$ cat config.mk
export PLATFORM = sky130hd
export DESIGN_NAME = radar_vitals_frame_parser_top
export DESIGN_NICKNAME = d
export VERILOG_FILES = /design/src/sv/rvfp_pkg.sv /design/src/sv/rvfp_parser.sv /design/src/sv/rvfp_vitals.sv /design/src/sv/rvfp_out_buf.sv /design/src/sv/radar_vitals_frame_parser_top.sv
export SDC_FILE = /design/constraint.sdc
export NUM_CORES = 1
export LEC_CHECK = 0
export ABC_AREA = 1
export CAP_MARGIN = 20
export CORE_ASPECT_RATIO = 1.25
export CORE_MARGIN = 1
export CORE_UTILIZATION = 40
export DETAILED_ROUTE_END_ITERATION = 8
export DONT_BUFFER_PORTS = 1
export GPL_ROUTABILITY_DRIVEN = 0
export HOLD_SLACK_MARGIN = 0.12
export PLACE_DENSITY = 0.58
export SLEW_MARGIN = 30
export SYNTH_ARGS = -nofsm -noshare
export SYNTH_HDL_FRONTEND = slang
export SYNTH_SLANG_ARGS = --single-unit
export TNS_END_PERCENT = 10
$ cat constraint.sdc
create_clock -name clock -period 9.6 [get_ports clock]
set_input_delay 0.96 -clock clock [delete_from_list [all_inputs] [get_ports clock]]
set_output_delay 0.96 -clock clock [all_outputs]
set_load 0.01 [all_outputs]
$ cat src/sv/rvfp_pkg.sv
// Shared types and constants for the radar vitals frame parser.
`default_nettype none
package rvfp_pkg;

   localparam logic [7:0]  START_BYTE    = 8'h01;
   localparam logic [15:0] KIND_BREATH   = 16'h0A14;
   localparam logic [15:0] KIND_HEART    = 16'h0A15;
   localparam logic [15:0] KIND_DIST     = 16'h0A16;
   localparam logic [15:0] KIND_PRESENCE = 16'h0F09;
   localparam logic [31:0] NEG_ZERO      = 32'h8000_0000;

   localparam logic [15:0] MAX_LEN_RESET    = 16'd30;
   localparam logic [30:0] BREATH_MAX_RESET = 31'h4270_0000;
   localparam logic [30:0] HEART_MAX_RESET  = 31'h437A_0000;

   // configuration register indexes
   localparam logic [1:0] CSR_MAX_LEN    = 2'd0;
   localparam logic [1:0] CSR_BREATH_MAX = 2'd1;
   localparam logic [1:0] CSR_HEART_MAX  = 2'd2;

   typedef enum logic [3:0] {
      PH_HUNT   = 4'b0001,
      PH_HEADER = 4'b0010,
      PH_DATA   = 4'b0100,
      PH_CHECK  = 4'b1000
   } phase_type;

   typedef enum logic [1:0] {
      ST_OK       = 2'd0,
      ST_HDR_BAD  = 2'd1,
      ST_TOO_LONG = 2'd2,
      ST_DATA_BAD = 2'd3
   } status_type;

   // end-of-frame event from the parser
   typedef struct packed {
      logic        fire;
      status_type  status;
      logic [15:0] kind;
      logic [15:0] length;
      logic [63:0] head;   // payload byte 0 in the low bits
   } frame_done_type;

   typedef struct packed {
      status_type  status;
      logic [15:0] hdr_type;
      logic [31:0] breathing_bits;
      logic [31:0] heart_bits;
      logic [31:0] distance_bits;
      logic        present;
      logic [31:0] frame_total;
      logic [31:0] error_total;
   } rsp_type;

endpackage
`default_nettype wire

$ cat src/sv/rvfp_parser.sv
// Byte-level frame parser: start hunt, header checksum, payload XOR and head capture.
`default_nettype none
module rvfp_parser (
   input  wire logic                   clock,
   input  wire logic                   reset,
   input  wire logic                   req_accept,
   input  wire logic [7:0]             rx_byte,
   input  wire logic [15:0]            max_payload_len,
   output rvfp_pkg::frame_done_type    done
);
   import rvfp_pkg::*;

   phase_type   phase_ff, phase_in;
   logic [2:0]  hcnt_ff, hcnt_in;
   logic [7:0]  hxor_ff, hxor_in;
   logic [15:0] len_ff, len_in;
   logic [15:0] kind_ff, kind_in;
   logic [15:0] pcnt_ff, pcnt_in;
   logic [7:0]  pxor_ff, pxor_in;
   logic [7:0]  head_ff [8];
   logic [15:0] pcnt_inc;

   assign pcnt_inc = pcnt_ff + 16'd1;

   always_comb begin
      phase_in = phase_ff;
      hcnt_in  = hcnt_ff;
      hxor_in  = hxor_ff;
      len_in   = len_ff;
      kind_in  = kind_ff;
      pcnt_in  = pcnt_ff;
      pxor_in  = pxor_ff;
      done        = '0;
      done.kind   = kind_ff;
      done.length = len_ff;
      for (int i = 0; i < 8; i++) begin
         done.head[i*8 +: 8] = head_ff[i];
      end
      if (req_accept) begin
         case (phase_ff)
            PH_HUNT: begin
               if (rx_byte == START_BYTE) begin
                  hxor_in  = START_BYTE;
                  hcnt_in  = 3'd1;
                  phase_in = PH_HEADER;
               end
            end
            PH_HEADER: begin
               if (hcnt_ff != 3'd7) begin
                  case (hcnt_ff)
                     3'd3:    len_in  = {rx_byte, 8'h00};
                     3'd4:    len_in  = {len_ff[15:8], rx_byte};
                     3'd5:    kind_in = {rx_byte, 8'h00};
                     3'd6:    kind_in = {kind_ff[15:8], rx_byte};
                     default: ;
                  endcase
                  hxor_in = hxor_ff ^ rx_byte;
                  hcnt_in = hcnt_ff + 3'd1;
               end else begin
                  hcnt_in  = 3'd0;
                  phase_in = PH_HUNT;
                  if (~hxor_ff != rx_byte) begin
                     done.fire   = 1'b1;
                     done.status = ST_HDR_BAD;
                     done.kind   = 16'h0000;
                  end else begin
                     pcnt_in = 16'd0;
                     pxor_in = 8'h00;
                     if (len_ff > max_payload_len) begin
                        done.fire   = 1'b1;
                        done.status = ST_TOO_LONG;
                     end else begin
                        phase_in = (len_ff == 16'd0) ? PH_CHECK : PH_DATA;
                     end
                  end
               end
            end
            PH_DATA: begin
               pxor_in = pxor_ff ^ rx_byte;
               pcnt_in = pcnt_inc;
               if (pcnt_inc >= len_ff) phase_in = PH_CHECK;
            end
            PH_CHECK: begin
               phase_in  = PH_HUNT;
               done.fire = 1'b1;
               // an empty payload skips the data checksum
               done.status = (len_ff == 16'd0 || ~pxor_ff == rx_byte) ? ST_OK : ST_DATA_BAD;
            end
            default: phase_in = PH_HUNT;
         endcase
      end
   end

   always_ff @(posedge clock) begin
      if (reset) begin
         phase_ff <= PH_HUNT;
         hcnt_ff  <= 3'd0;
         hxor_ff  <= 8'h00;
         len_ff   <= 16'd0;
         kind_ff  <= 16'd0;
         pcnt_ff  <= 16'd0;
         pxor_ff  <= 8'h00;
      end else begin
         phase_ff <= phase_in;
         hcnt_ff  <= hcnt_in;
         hxor_ff  <= hxor_in;
         len_ff   <= len_in;
         kind_ff  <= kind_in;
         pcnt_ff  <= pcnt_in;
         pxor_ff  <= pxor_in;
      end
   end

   // only the first eight payload bytes are kept
   always_ff @(posedge clock) begin
      if (req_accept && phase_ff == PH_DATA && pcnt_ff < 16'd8) begin
         head_ff[pcnt_ff[2:0]] <= rx_byte;
      end
   end

   a_check_to_hunt: assert property (@(posedge clock) disable iff (reset)
      req_accept && phase_ff == PH_CHECK |=> phase_ff == PH_HUNT)
      else $error("parser did not return to hunt after checksum byte");
   a_header_count: assert property (@(posedge clock) disable iff (reset)
      phase_ff == PH_HEADER |-> hcnt_ff != 3'd0)
      else $error("header phase with zero byte count");
   a_data_bound: assert property (@(posedge clock) disable iff (reset)
      phase_ff == PH_DATA |-> pcnt_ff < len_ff)
      else $error("payload count ran past frame length");

endmodule
`default_nettype wire

$ cat src/sv/rvfp_vitals.sv
// Vital value registers, range checks and frame counters; builds the result.
`default_nettype none
module rvfp_vitals (
   input  wire logic                    clock,
   input  wire logic                    reset,
   input  wire rvfp_pkg::frame_done_type done,
   input  wire logic [30:0]             breathing_max_bits,
   input  wire logic [30:0]             heart_max_bits,
   output rvfp_pkg::rsp_type            result
);
   import rvfp_pkg::*;

   logic [31:0] breath_ff, breath_in;
   logic [31:0] heart_ff, heart_in;
   logic [31:0] dist_ff, dist_in;
   logic        pres_ff, pres_in;
   logic [31:0] acc_ff, acc_in;
   logic [31:0] rej_ff, rej_in;
   logic [31:0] word_lo, word_hi;
   logic        take;

   // -0.0 passes, other negatives fail, else integer compare against limit
   function automatic logic rate_ok(input logic [31:0] bits, input logic [30:0] limit);
      logic ok;
      if (bits == NEG_ZERO) ok = 1'b1;
      else if (bits[31]) ok = 1'b0;
      else ok = (bits[30:0] <= limit);
      return ok;
   endfunction

   assign word_lo = done.head[31:0];
   assign word_hi = done.head[63:32];
   assign take    = done.fire && done.status == ST_OK;

   always_comb begin
      breath_in = breath_ff;
      heart_in  = heart_ff;
      dist_in   = dist_ff;
      pres_in   = pres_ff;
      acc_in    = acc_ff;
      rej_in    = rej_ff;
      if (done.fire && !take) rej_in = rej_ff + 32'd1;
      if (take) begin
         acc_in = acc_ff + 32'd1;
         case (done.kind)
            KIND_BREATH: begin
               if (done.length >= 16'd4 && rate_ok(word_lo, breathing_max_bits))
                  breath_in = word_lo;
            end
            KIND_HEART: begin
               if (done.length >= 16'd4 && rate_ok(word_lo, heart_max_bits))
                  heart_in = word_lo;
            end
            KIND_DIST: begin
               if (done.length >= 16'd8 && word_lo != 32'd0) dist_in = word_hi;
            end
            KIND_PRESENCE: begin
               if (done.length >= 16'd1) pres_in = (done.head[7:0] != 8'h00);
            end
            default: ;
         endcase
      end
      result.status         = done.status;
      result.hdr_type       = done.kind;
      result.breathing_bits = breath_in;
      result.heart_bits     = heart_in;
      result.distance_bits  = dist_in;
      result.present        = pres_in;
      result.frame_total    = acc_in;
      result.error_total    = rej_in;
   end

   always_ff @(posedge clock) begin
      if (reset) begin
         breath_ff <= 32'd0;
         heart_ff  <= 32'd0;
         dist_ff   <= 32'd0;
         pres_ff   <= 1'b0;
         acc_ff    <= 32'd0;
         rej_ff    <= 32'd0;
      end else begin
         breath_ff <= breath_in;
         heart_ff  <= heart_in;
         dist_ff   <= dist_in;
         pres_ff   <= pres_in;
         acc_ff    <= acc_in;
         rej_ff    <= rej_in;
      end
   end

endmodule
`default_nettype wire

$ cat src/sv/rvfp_out_buf.sv
// Result register with one skid entry so requests keep flowing under backpressure.
`default_nettype none
module rvfp_out_buf (
   input  wire logic              clock,
   input  wire logic              reset,
   input  wire logic              push,
   input  wire rvfp_pkg::rsp_type push_data,
   output logic                   push_ready,
   output logic                   rsp_tvalid,
   input  wire logic              rsp_tready,
   output rvfp_pkg::rsp_type      rsp_data
);
   import rvfp_pkg::*;

   logic    main_v_ff, main_v_in;
   logic    skid_v_ff, skid_v_in;
   rsp_type main_ff, main_in;
   rsp_type skid_ff, skid_in;

   always_comb begin
      main_v_in = main_v_ff;
      skid_v_in = skid_v_ff;
      main_in   = main_ff;
      skid_in   = skid_ff;
      if (!main_v_ff || rsp_tready) begin
         if (skid_v_ff) begin
            main_in   = skid_ff;
            main_v_in = 1'b1;
            skid_v_in = 1'b0;
         end else if (push) begin
            main_in   = push_data;
            main_v_in = 1'b1;
         end else begin
            main_v_in = 1'b0;
         end
      end else if (push) begin
         skid_in   = push_data;
         skid_v_in = 1'b1;
      end
   end

   always_ff @(posedge clock) begin
      if (reset) begin
         main_v_ff <= 1'b0;
         skid_v_ff <= 1'b0;
      end else begin
         main_v_ff <= main_v_in;
         skid_v_ff <= skid_v_in;
      end
   end

   always_ff @(posedge clock) begin
      main_ff <= main_in;
      skid_ff <= skid_in;
   end

   assign push_ready = !skid_v_ff;
   assign rsp_tvalid = main_v_ff;
   assign rsp_data   = main_ff;

   a_skid_needs_main: assert property (@(posedge clock) disable iff (reset)
      skid_v_ff |-> main_v_ff)
      else $error("skid entry held while result register empty");
   a_no_push_when_full: assert property (@(posedge clock) disable iff (reset)
      skid_v_ff |-> !push)
      else $error("result pushed into full buffer");
   a_skid_drains: assert property (@(posedge clock) disable iff (reset)
      skid_v_ff && rsp_tready |=> !skid_v_ff)
      else $error("skid entry not moved after result taken");

endmodule
`default_nettype wire

$ cat src/sv/radar_vitals_frame_parser_top.sv
// Radar vitals frame parser: one received byte per request, one result per frame.
// Latency: a result shows on rsp the cycle after its closing byte is accepted,
// later only while it waits behind an unread result.
// Throughput: one byte per cycle; req_tready drops only while the skid entry is full.
// Reset (synchronous, active high): parser hunts for the start byte, values and counters
// clear, configuration returns to max length 30 and limits 60.0 and 250.0.
`default_nettype none
module radar_vitals_frame_parser_top (
   input  wire logic         clock,
   input  wire logic         reset,
   input  wire logic         req_tvalid,
   output logic              req_tready,
   input  wire logic [7:0]   req_tdata,    // rx_byte[7:0]
   output logic              rsp_tvalid,
   input  wire logic         rsp_tready,
   // hdr_type[15:0], breathing_bits[47:16], heart_bits[79:48], distance_bits[111:80],
   // present[112], frame_total[144:113], error_total[176:145], zero fill[183:177]
   output logic [183:0]      rsp_tdata,
   output logic [1:0]        rsp_tuser,    // status[1:0]
   input  wire logic         csr_valid,
   output logic              csr_ready,
   input  wire logic [1:0]   csr_index,
   input  wire logic [31:0]  csr_data
);
   import rvfp_pkg::*;

   logic [15:0]    max_len_ff;
   logic [30:0]    breath_max_ff;
   logic [30:0]    heart_max_ff;
   logic           req_accept;
   logic           buf_ready;
   frame_done_type done;
   rsp_type        result;
   rsp_type        rsp;

   assign csr_ready  = 1'b1;
   assign req_tready = buf_ready;
   assign req_accept = req_tvalid && buf_ready;

   always_ff @(posedge clock) begin
      if (reset) begin
         max_len_ff    <= MAX_LEN_RESET;
         breath_max_ff <= BREATH_MAX_RESET;
         heart_max_ff  <= HEART_MAX_RESET;
      end else if (csr_valid) begin
         case (csr_index)
            CSR_MAX_LEN:    max_len_ff    <= csr_data[15:0];
            CSR_BREATH_MAX: breath_max_ff <= csr_data[30:0];
            CSR_HEART_MAX:  heart_max_ff  <= csr_data[30:0];
            default: ;
         endcase
      end
   end

   rvfp_parser u_parser (
      .clock           (clock),
      .reset           (reset),
      .req_accept      (req_accept),
      .rx_byte         (req_tdata),
      .max_payload_len (max_len_ff),
      .done            (done)
   );

   rvfp_vitals u_vitals (
      .clock              (clock),
      .reset              (reset),
      .done               (done),
      .breathing_max_bits (breath_max_ff),
      .heart_max_bits     (heart_max_ff),
      .result             (result)
   );

   rvfp_out_buf u_out_buf (
      .clock      (clock),
      .reset      (reset),
      .push       (done.fire),
      .push_data  (result),
      .push_ready (buf_ready),
      .rsp_tvalid (rsp_tvalid),
      .rsp_tready (rsp_tready),
      .rsp_data   (rsp)
   );

   assign rsp_tdata = {7'b0, rsp.error_total, rsp.frame_total, rsp.present,
                       rsp.distance_bits, rsp.heart_bits, rsp.breathing_bits,
                       rsp.hdr_type};
   assign rsp_tuser = rsp.status;

endmodule
`default_nettype wire

==> flow_metrics.tcl <==
set metrics [dict create \
    status "finished, final reports clean" \
    cp_slowest_cell "nor2_4" \
    yosys_warnings 0 \
    crit_required_ns 10.07 \
    rsz0062_at_grt "no" \
    cp-end-kind "flip-flop" \
    cts_hold_buffers 0 \
    critical_path_class "reg2reg" \
    synth.top_cell.area_share 0.3819 \
    synth_top_family_by_area "simple AND/OR/NAND/NOR gates" \
    fin_setup_tns_ns 0 \
    numCtsBuffers 78 \
    hp-class "in2reg" \
    cts_htree_levels 3 \
    fillers 8032 \
    setup_slack_ns 3.951 \
    synthTopCellsByArea "edfxtp_1 38%, dfxtp_1 19%, nand2_1 13%" \
    synth-compound-area-share 0.06410 \
    area_growth_pct 10.66 \
    crit_chain "inv_6, nand2_1, nor2_2, nand2_2, o21ai_1, nand2_2, nor2_4, nand3_1, nor2_4, buf_16, nand2_2, nand2_1, nand3_1, nand2_1" \
    postSynthAreaPerCell_sq_um 8.719 \
    power_mw 6.708 \
    via_count 23924 \
    ant_nets 0 \
    wirelength_mm 83.65 \
    clkSinkCount 734 \
    synth_seq_cells 734 \
    drv_cap 0 \
    synthXorXnorAreaFrac 0.02164 \
    cts_setup_buffers 0 \
    clkTransAtPathRegs_ns 0.06 \
    diodes 0 \
    drcViolationCount 0 \
    tightest_slew_ns 0.9507 \
    cts-resized-gates 0 \
    drt-pass1-iter-count 6 \
    critPathLaunchType "flip-flop" \
    start_util 0.4055 \
    viasPerCell 4.892 \
    synth.area.mux_share 0 \
    finalHoldViolations 0 \
    slew_headroom 0.3662 \
    netlist-cell-type-count 40 \
    clk_latency_ns 0.63 \
    root_buffer "clkbuf_16" \
    overflow 0 \
    cp_slowest_stage_delay_ns 0.69 \
    p_leak_nw 15.40 \
    cp_max_fo 83 \
    netlist_area_sq_um 33180 \
    cts_tree "yes" \
    die_h_um 324.0 \
    worst_clock_skew_ns 0.02404 \
    drive_above_1_share 0.04897 \
    finalCritPeriodShare 0.5884 \
    setup_viol 0 \
    drt_iter0_drc 1760 \
    portBuffers 0 \
    power_density_nw_per_um2 182.7 \
    finish.net_count 3904 \
    synthAdderAreaFrac 0.03884 \
    peakVddDrop_v 0.0001081 \
    finalMaxSlewViolations 0 \
    netlist_instances 3806 \
    die_w_um 259.6 \
    grt_max_degree 229 \
    synth_area_leader_cell "edfxtp_1" \
    core_sq_um 81830 \
    dp_hpwl_mm 53.88 \
    pre_cts_slack_ns 3.846 \
    grt_first_pass_wirelength_mm 129.0 \
    wl_per_cell_um 17.11 \
    fmax_mhz 177.0 \
    row_count 117 \
    grt_usage 0.1990 \
    io_pins 236 \
    seq_area_frac_synth 0.5701 \
    critPathArrivalTime_ns 6.12 \
    grt_pass1_vias 22529 \
    yosys.area_share.simple 0.2228 \
    design.die.area_sq_um 84120 \
    fin_crit_ns 5.649 \
    clock_path_buffers 3 \
    antenna_found_initial 2 \
]
[report_power, final]
part           switching (mW)  internal [mW]
combinational           0.175         0.0771
sequential             0.0353           3.36
clock                    1.26           1.80
total                    1.47           5.24
[worst max-delay path: cells and delay by family (launching register included)]
family | cells | cell delay [ns]
AND/OR/NAND/NOR | 11 | 3.82
buffers and inverters | 2 | 0.86
flip-flops | 1 | 0.52
AO/OA/AOI/OAI | 1 | 0.19
[per-layer routing]
layer / up-vias / global-route usage / wire length [um]
met5: - / 0 / 29
met4: 4 / 0.07242 / 2599
met3: 144 / 0.03602 / 3904
met2: 526 / 0.3335 / 39610
met1: 11081 / 0.2555 / 37500
li1: 12169 / - / -
[registers in the layout, indices dropped and copies added (netlist names), 8 cells and up]
signal and count:
u_vitals.dist_ff 32, u_parser.hxor_ff 8, u_out_buf.rsp_data 179, u_vitals.acc_ff 32, u_vitals.breath_ff 32, u_vitals.rej_ff 32
u_parser.len_ff 16, u_parser.head_ff 64, heart_max_ff 31, u_out_buf.skid_ff 179, u_parser.kind_ff 16, u_parser.pxor_ff 8
breath_max_ff 31, u_vitals.heart_ff 32, u_parser.pcnt_ff 16, max_len_ff 16
[cells in the mapped netlist (all sizes together)]
master / count
xnor2: 9
and2: 2
conb: 2
a22oi: 17
edfxtp: 422
clkbuf: 95
inv: 522
nor4: 27
nand2b: 1
o21a: 3
nand3: 235
nand4: 30
ha: 103
or2: 1
xor2: 73
o21ai: 141
o211ai: 21
nor2: 270
a21o: 5
a211oi: 25
nor3: 53
nand2: 1181
nand3b: 4
clkinv: 1
dfxtp: 312
a21oi: 176
buf: 72
nor3b: 3
[area by class of cell]
cell class                      instances  area, sq um  area share
Clock buffer                          111         2250     0.06127
Clock inverter                         34        344.1    0.009371
Inverter                              523         1976     0.05380
Multi-Input combinational cell       2388        11610      0.3161
Sequential cell                       734        18920      0.5153
Tap cell                             1071         1340     0.03649
Timing Repair Buffer                   29        279.0    0.007599
[stage by stage]
step | std cells | utilization | hold WS, ns | instance area, sq um
4_1_cts | 4890 | 0.4484 | 0.3761 | 36690
2_1_floorplan | 3812 | - | 0.4353 | 33210
6_report | 4890 | 0.4487 | 0.3964 | 36720
5_1_grt | 4890 | 0.4487 | 0.3694 | 36720
3_5_place_dp | 4745 | 0.4167 | 0.4551 | 34100
3_3_place_gp | 4741 | 0.4155 | 0.4481 | 34000
[layout by cell type (no fill, tap or decap), types with 47 or more instances in the layout]
cell,Yosys,routed
edfxtp_1,422,422
dfxtp_1,312,311
nand2_1,1175,1174
inv_1,510,508
ha_1,103,103
nor3_1,51,47
a21oi_1,176,176
nor2_1,264,262
nand3_1,235,235
xor2_1,73,73
clkbuf_16,0,81
o21ai_0,106,106
[cells by family (layout without fill, tap and decap cells)]
kind of cell,count (synthesis),in the layout
other,2,8
xor gates and xnor gates,82,82
buffers and inverters,690,697
AOI/OAI and AO/OA,388,388
adders and majority gates,103,103
DFF,734,734
and+or+nand+nor,1807,1807
[path summary, 6_finish.rpt]
kind	depth (start not counted)	startpoint	end	slack (ns)
hold reg to reg	2	breath_max_ff[3]$_SDFFE_PP0P_	breath_max_ff[3]$_SDFFE_PP0P_	0.46
setup / recovery	14	u_out_buf.skid_v_ff$_SDFFE_PP0P_	u_out_buf.rsp_data[123]$_DFFE_PP_	3.95
setup reg to reg	14	u_out_buf.skid_v_ff$_SDFFE_PP0P_	u_out_buf.rsp_data[123]$_DFFE_PP_	3.95
hold / removal	1	reset	u_parser.len_ff[4]$_SDFFE_PP0P_	0.40
(Power assumes the default switching activity.)
